## config.mk

```make
export PLATFORM = sky130hd
export DESIGN_NAME = morse_key_decoder
export DESIGN_NICKNAME = d
export VERILOG_FILES = /design/src/hw/rtl/mkd_pkg.sv /design/src/hw/rtl/morse_key_decoder.sv
export SDC_FILE = /design/constraint.sdc
export NUM_CORES = 1
export LEC_CHECK = 0
export BUFFER_PORTS_ARGS = -buffer_cell sky130_fd_sc_hd__buf_2
export CORE_ASPECT_RATIO = 2
export CORE_UTILIZATION = 61
export DETAILED_ROUTE_END_ITERATION = 8
export PLACE_DENSITY = 0.81
export SLEW_MARGIN = 30
export SYNTH_ARGS = -nofsm -noshare
export SYNTH_HDL_FRONTEND = slang
export SYNTH_SLANG_ARGS = --single-unit
```

## constraint.sdc

```tcl
create_clock -name clk -period 6.15 [get_ports clk]
set_clock_uncertainty 0.2 [all_clocks]
set_input_delay 0.615 -clock clk [delete_from_list [all_inputs] [get_ports clk]]
set_output_delay 0.615 -clock clk [all_outputs]
set_load 0.05 [all_outputs]
```

## src/hw/rtl/mkd_pkg.sv

```systemverilog
// ----------------------------------------------------------------------------
// Morse key decoder package
// Shared widths, result kinds, character codes and the two-pair letter table.
// ----------------------------------------------------------------------------
`default_nettype none

package mkd_pkg;

	// widths of the fixed fields
	localparam int LIMIT_W = 16;
	localparam int CHAR_W  = 7;
	localparam int KIND_W  = 2;
	localparam int CFG_IDX_W = 2;

	// symbols stored per letter
	localparam int MAX_SYMBOLS = 4;
	localparam int SYM_CNT_W   = $clog2(MAX_SYMBOLS + 1);
	localparam int SYM_IDX_W   = $clog2(MAX_SYMBOLS);

	// register reset values
	localparam logic [LIMIT_W-1:0] DASH_LIMIT_RST = 16'd1000;
	localparam logic [LIMIT_W-1:0] IDLE_LIMIT_RST = 16'd12288;

	// register indexes
	localparam logic [CFG_IDX_W-1:0] REG_DASH_LIMIT = 2'd0;
	localparam logic [CFG_IDX_W-1:0] REG_IDLE_LIMIT = 2'd1;

	// result kinds
	localparam logic [KIND_W-1:0] KIND_DOT    = 2'd0;
	localparam logic [KIND_W-1:0] KIND_DASH   = 2'd1;
	localparam logic [KIND_W-1:0] KIND_LETTER = 2'd2;

	// echo characters
	localparam logic [CHAR_W-1:0] CH_DOT  = 7'h2E;
	localparam logic [CHAR_W-1:0] CH_DASH = 7'h5F;

	typedef logic [2:0] pair_t;

	// row and column are each the code of one pair of symbol slots
	localparam logic [CHAR_W-1:0] LETTER_TABLE [7][7] = '{
		'{7'h3F, 7'h3F, 7'h3F, 7'h3F, 7'h3F, 7'h3F, 7'h45},
		'{7'h53, 7'h48, 7'h46, 7'h56, 7'h3F, 7'h55, 7'h49},
		'{7'h44, 7'h42, 7'h43, 7'h58, 7'h59, 7'h4B, 7'h4E},
		'{7'h52, 7'h4C, 7'h50, 7'h3F, 7'h4A, 7'h57, 7'h41},
		'{7'h47, 7'h5A, 7'h3F, 7'h51, 7'h3F, 7'h4F, 7'h4D},
		'{7'h3F, 7'h3F, 7'h3F, 7'h3F, 7'h3F, 7'h3F, 7'h54},
		'{7'h3F, 7'h3F, 7'h3F, 7'h3F, 7'h3F, 7'h3F, 7'h3F}
	};

	// code of a pair of slots from presence and dash flags
	function automatic pair_t pair_code(input logic have_a, input logic have_b,
			input logic dash_a, input logic dash_b);
		pair_t code;
		if (!have_a) begin
			code = 3'd6;
		end else if (!have_b) begin
			code = dash_a ? 3'd5 : 3'd0;
		end else if (!dash_a) begin
			code = dash_b ? 3'd3 : 3'd1;
		end else begin
			code = dash_b ? 3'd4 : 3'd2;
		end
		return code;
	endfunction

endpackage

`default_nettype wire

```

## src/hw/rtl/morse_key_decoder.sv

```systemverilog
// ----------------------------------------------------------------------------
// Morse key decoder
// Turns one sampled key level per tick into dot/dash echoes and letters.
// ----------------------------------------------------------------------------
// Usage:
//   s_* carries one key level per tick in s_tdata[0]. Each accepted request
//   updates the timers and symbol store; a result (dot echo, dash echo or
//   decoded letter) is registered into the output stage and shown on m_*,
//   with the kind on m_tuser and the character on m_tdata.
//   Throughput is one request per cycle while s_tready is high: a two-entry
//   output stage (result register plus skid register) lets a new request in
//   while a result waits. s_tready drops only when both entries hold results
//   the receiver has not taken; no result is ever lost or repeated.
//   cfg_we writes dash_limit (index 0) or idle_limit (index 1) from cfg_data;
//   other indexes are ignored. A limit of zero acts as one.
//   Reset (arst_n low) clears the phase, timers, symbol store and output
//   stage and loads the limits with 1000 and 12288.
// ----------------------------------------------------------------------------
`default_nettype none

module morse_key_decoder (
	input  wire logic                          clk,
	input  wire logic                          arst_n,
	// key level input
	input  wire logic                          s_tvalid,
	output logic                               s_tready,
	input  wire logic [7:0]                    s_tdata,   // [0] key_level
	// result output
	output logic                               m_tvalid,
	input  wire logic                          m_tready,
	output logic [7:0]                         m_tdata,   // [6:0] char_code
	output logic [mkd_pkg::KIND_W-1:0]         m_tuser,   // [1:0] kind
	// configuration
	input  wire logic                          cfg_we,
	input  wire logic [mkd_pkg::CFG_IDX_W-1:0] cfg_index,
	input  wire logic [mkd_pkg::LIMIT_W-1:0]   cfg_data
);
	import mkd_pkg::*;

	localparam logic [1:0] PH_IDLE  = 2'd0;
	localparam logic [1:0] PH_PRESS = 2'd1;
	localparam logic [1:0] PH_HOLD  = 2'd2;

	logic [LIMIT_W-1:0]   dash_limit_q, idle_limit_q;
	logic [1:0]           phase_q, phase_n;
	logic [LIMIT_W-1:0]   tick_q, tick_n, tick_inc;
	logic [SYM_CNT_W-1:0] sym_cnt_q, sym_cnt_n;
	logic [MAX_SYMBOLS-1:0] sym_bits_q, sym_bits_n;
	logic [LIMIT_W-1:0]   dash_eff, idle_eff;

	logic                 key;
	logic                 take;
	logic                 res_v;
	logic [KIND_W-1:0]    res_kind;
	logic [CHAR_W-1:0]    res_char;
	pair_t                row, col;

	logic                 head_v_q, skid_v_q;
	logic [KIND_W-1:0]    head_kind_q, skid_kind_q;
	logic [CHAR_W-1:0]    head_char_q, skid_char_q;
	logic                 pop;

	// configuration registers
	always_ff @(posedge clk or negedge arst_n) begin
		if (!arst_n) begin
			dash_limit_q <= DASH_LIMIT_RST;
			idle_limit_q <= IDLE_LIMIT_RST;
		end else if (cfg_we) begin
			case (cfg_index)
				REG_DASH_LIMIT: dash_limit_q <= cfg_data;
				REG_IDLE_LIMIT: idle_limit_q <= cfg_data;
				default: ;
			endcase
		end
	end

	// zero limits behave as one
	assign dash_eff = (dash_limit_q == '0) ? LIMIT_W'(1) : dash_limit_q;
	assign idle_eff = (idle_limit_q == '0) ? LIMIT_W'(1) : idle_limit_q;

	assign key      = s_tdata[0];
	assign take     = s_tvalid && s_tready;
	assign tick_inc = (tick_q == '1) ? tick_q : tick_q + LIMIT_W'(1);

	// letter lookup from the first and second pair of slots
	assign row = pair_code(sym_cnt_q > SYM_CNT_W'(0), sym_cnt_q > SYM_CNT_W'(1),
		sym_bits_q[0], sym_bits_q[1]);
	assign col = pair_code(sym_cnt_q > SYM_CNT_W'(2), sym_cnt_q > SYM_CNT_W'(3),
		sym_bits_q[2], sym_bits_q[3]);

	// next state and result for one key level
	always_comb begin
		phase_n    = phase_q;
		tick_n     = tick_q;
		sym_cnt_n  = sym_cnt_q;
		sym_bits_n = sym_bits_q;
		res_v      = 1'b0;
		res_kind   = KIND_DOT;
		res_char   = CH_DOT;
		case (phase_q)
			PH_PRESS: begin
				tick_n = tick_inc;
				if (tick_inc >= dash_eff) begin
					tick_n = '0;
					if (sym_cnt_q < SYM_CNT_W'(MAX_SYMBOLS)) begin
						sym_bits_n[sym_cnt_q[SYM_IDX_W-1:0]] = key;
						sym_cnt_n = sym_cnt_q + SYM_CNT_W'(1);
					end
					res_v = 1'b1;
					if (key) begin
						phase_n  = PH_HOLD;
						res_kind = KIND_DASH;
						res_char = CH_DASH;
					end else begin
						phase_n  = PH_IDLE;
					end
				end
			end
			PH_HOLD: begin
				if (!key) begin
					phase_n = PH_IDLE;
					tick_n  = '0;
				end
			end
			default: begin
				phase_n = PH_IDLE;
				if (key) begin
					phase_n = PH_PRESS;
					tick_n  = '0;
				end else begin
					tick_n = tick_inc;
					if (tick_inc >= idle_eff) begin
						tick_n = '0;
						if (sym_cnt_q != '0) begin
							res_v      = 1'b1;
							res_kind   = KIND_LETTER;
							res_char   = LETTER_TABLE[row][col];
							sym_cnt_n  = '0;
							sym_bits_n = '0;
						end
					end
				end
			end
		endcase
	end

	// decoder state
	always_ff @(posedge clk or negedge arst_n) begin
		if (!arst_n) begin
			phase_q    <= PH_IDLE;
			tick_q     <= '0;
			sym_cnt_q  <= '0;
			sym_bits_q <= '0;
		end else if (take) begin
			phase_q    <= phase_n;
			tick_q     <= tick_n;
			sym_cnt_q  <= sym_cnt_n;
			sym_bits_q <= sym_bits_n;
		end
	end

	// output stage: result register with skid entry
	assign pop      = head_v_q && m_tready;
	assign s_tready = !skid_v_q;

	always_ff @(posedge clk or negedge arst_n) begin
		if (!arst_n) begin
			head_v_q <= 1'b0;
			skid_v_q <= 1'b0;
		end else begin
			if (pop) begin
				if (skid_v_q) begin
					head_v_q <= 1'b1;
					skid_v_q <= 1'b0;
				end else begin
					head_v_q <= take && res_v;
				end
			end else if (take && res_v) begin
				if (head_v_q) begin
					skid_v_q <= 1'b1;
				end else begin
					head_v_q <= 1'b1;
				end
			end
		end
	end

	// payload of the output stage
	always_ff @(posedge clk) begin
		if (pop) begin
			if (skid_v_q) begin
				head_kind_q <= skid_kind_q;
				head_char_q <= skid_char_q;
			end else begin
				head_kind_q <= res_kind;
				head_char_q <= res_char;
			end
		end else if (take && res_v) begin
			if (head_v_q) begin
				skid_kind_q <= res_kind;
				skid_char_q <= res_char;
			end else begin
				head_kind_q <= res_kind;
				head_char_q <= res_char;
			end
		end
	end

	assign m_tvalid = head_v_q;
	assign m_tdata  = {1'b0, head_char_q};
	assign m_tuser  = head_kind_q;

endmodule

`default_nettype wire
```

==> impl_metrics.yaml <==
run_status:
  outcome: "complete, no violations"
synth:
  synthAdderAreaFrac: 0.100
  synth_top_family_by_area: "compound AO/OA/AOI/OAI gates"
  synth-xor-area-share: 0.0213
  post_synth.cell_area_avg_um2: 9.27
  synth_top_area_cell: "dfrtp_1"
  yosys-top-cells-area: "dfrtp_1, edfxtp_1, ha_1"
  synth_edf_count: 18
  synth_compound_area_frac: 0.199
  ys_warn_count: 0
  synth_area_um2: 5360
  synthFlopType: "dfrtp_1"
  syn-num-nets: 652
  async_flop_share: 0.766
  yosysUniqueCellTypes: 72
  synthMuxAreaShare: 0.0712
  yosys.area.top_type_share: 0.238
  postSynthCellCount: 578
  ys_seq_area_frac: 0.378
  synthSimpleGateAreaFrac: 0.179
  ys_ff_latch: 77
placement:
  dp_cells: 694
  port_buffers: 34
  gp_congestion: 0.908
  hpwlAfterDp_um: 10000
power_and_ir_drop:
  intPower_mw: 0.950
  p_leak_nw: 2.63
  p_per_area_nw_per_um2: 217
  p_sw_frac: 0.258
  seqPwrFrac: 0.468
  p_sw_mw: 0.331
  peakVddDrop_mv: 0.230
  power_frac_comb: 0.115
  clockPowerShare: 0.418
timing:
  tightest_slew_ps: 890
  fin_crit_ps: 5290
  finalHoldViolCount: 0
  fin_setup_tns_ps: 0
  max-slew-margin-rel: 0.407
  rsz0062_at_grt: "false"
  maxSlewViolCount: 0
  setup_viol: 0
  max_freq_ghz: 0.189
  period_share: 0.861
  timing.hold.ws_ps: 219
clocking:
  cts_root_buffer: "clkbuf_16"
  cts_max_level: 3
  clock_path_buffers: 2
  cts.repair.resized: 0
  post_cts_buffers: 0
  cts_hold_buf: 0
  tritoncts: "yes"
  clock_sink_count: 77
  clock_latency_ps: 330
  clkTransAtPathRegs_ps: 60
  cts-buffers-inserted: 9
cells_and_area:
  layout_common_cells: "nand2_1, dfrtp_1, o21ai_0"
  antenna_cells: 0
  fin_cells: 710
  drive_above_1_share: 0.182
  fin_nets: 679
  final_common_cell: "nand2_1"
  final_core_util: 0.687
  synthToLayoutAreaGrowth_pct: 10.2
  fill_cells: 637
critical_path:
  required_ps: 6040
  path_class: "reg -> reg"
  reg2reg_depth: 17
  startpoint_type: "flip-flop"
  cpMaxStageDelayCell: "or4_4"
  crit_chain: "nand3_1 > or4_4 > or2_2 > nand2b_1 > or3_1 > xor2_1 > inv_1 > ha_1 > a211oi_1 > o21ai_0 > o21ai_0 > a311oi_2 > a311oi_2 > nor3_2 > buf_4 > a21o_1 > mux2_2"
  end_kind: "flip-flop"
  slowest_delay_ps: 620
  worst-path-max-fanout: 10
  cp.arrival_ps: 5180
floorplanning:
  dieHeight_um: 135
  core_area_um2: 8590
  die-area_um2: 9180
  start_util: 0.624
  ios: 43
  die_width_um: 68.3
  rows: 48
grt:
  antenna_found_initial: 0
  grt_overflow: 0
  grt_pass1_vias: 4639
  grt_max_degree: 60
  grt.total_usage: 0.325
  grt_pass1_wl_um: 22100
detailed_routing:
  vias: 4593
  first_pass_iters: 8
  ant_nets: 0
  via_per_inst: 6.47
  drc_errors: 0
  wl_per_cell_um: 18.7
  initialDrtViolationCount: 400
  finalWirelength_um: 13300
worst_hold_path:
  hold_path_class: "in -> async"
flow_run:
  drv_cap: 0
cells by family after synthesis:
family                     after synthesis
xor gates and xnor gates                13
other                                    1
and+or+nand+nor                        193
muxes                                   34
buffers and inverters                   67
DFF                                     77
adders and majority gates               43
AOI/OAI and AO/OA                      150
per-stage QoR:
| step | power, mW | area [um^2] | setup slack, ps |
|---|---|---|---|
| floorplan | 0.696 | 5360 | 1140 |
| global placement | 0.740 | 5590 | 974 |
| detailed placement | 0.753 | 5600 | 890 |
| CTS | 1.29 | 5900 | 860 |
| global route | 1.33 | 5900 | 505 |
| finish | 1.28 | 5900 | 855 |
flip-flops by register name (all words and copies together) (netlist names):
register      count
dash_limit_q     16
idle_limit_q     16
tick_q           16
head_char_q       7
skid_char_q       7
sym_bits_q        4
sym_cnt_q         3
m_tuser           2
phase_q           2
skid_kind_q       2
m_tvalid          1
skid_v_q          1
synthesized netlist by cell type (6+ instances only):
cell type / count
mux2_2: 25
nor3_1: 9
clkbuf_1: 19
dfrtp_1: 51
mux2i_1: 7
nor2b_1: 9
edfxtp_1: 18
nor3b_1: 6
o21ai_0: 45
a31oi_1: 7
ha_1: 43
a21o_1: 10
inv_1: 44
nor4_1: 6
nand3_1: 14
nor2_1: 35
nand2_1: 73
nand2b_1: 8
xnor2_1: 8
dfstp_2: 8
a21oi_1: 20
critical path, delay by kind of cell (launching register included):
family                     cells  cell delay (ps)
DFF                            1              420
AOI/OAI and AO/OA              6             1380
muxes                          1              260
buffers and inverters          2              350
and+or+nand+nor                6             1810
adders and majority gates      1              330
xor gates and xnor gates       1              290
layer usage:
metal	part of all wire	vias up	global-route usage
met3	0.038	57	0.0693
met5	0	-	0
met4	0.071	0	0.255
li1	-	2156	-
met1	0.34	2201	0.314
met2	0.55	179	0.562
power groups by stage:
stage,registers [mW],clock network [mW],logic [mW]
finish,0.599,0.535,0.147
global route,0.603,0.562,0.167
CTS,0.598,0.539,0.148
detailed placement,0.607,0,0.146
global placement,0.604,0,0.136
floorplan,0.597,0,0.0994
cell type report:
class / count / area (um^2) / share of cell area
Multi-Input combinational cell: 434 / 3080 / 0.521
Clock inverter: 6 / 71.3 / 0.0121
Inverter: 44 / 165 / 0.0280
Sequential cell: 77 / 2030 / 0.344
Clock buffer: 10 / 229 / 0.0388
Tap cell: 100 / 125 / 0.0212
Timing Repair Buffer: 39 / 208 / 0.0352
path summary, 6_finish.rpt:
path | end | slack (ps) | startpoint
worst min-delay path | tick_q[6] | 220 | arst_n
worst max-delay path | head_char_q[0] | 860 | tick_q[15]
max in group asynchronous | sym_bits_q[2] | 5020 | arst_n
min in group clk | dash_limit_q[11] | 300 | cfg_data[11]
worst max register to register | head_char_q[0] | 860 | tick_q[15]
worst min register to register | dash_limit_q[8] | 320 | dash_limit_q[8]
Power figures use the tool's default switching activity.
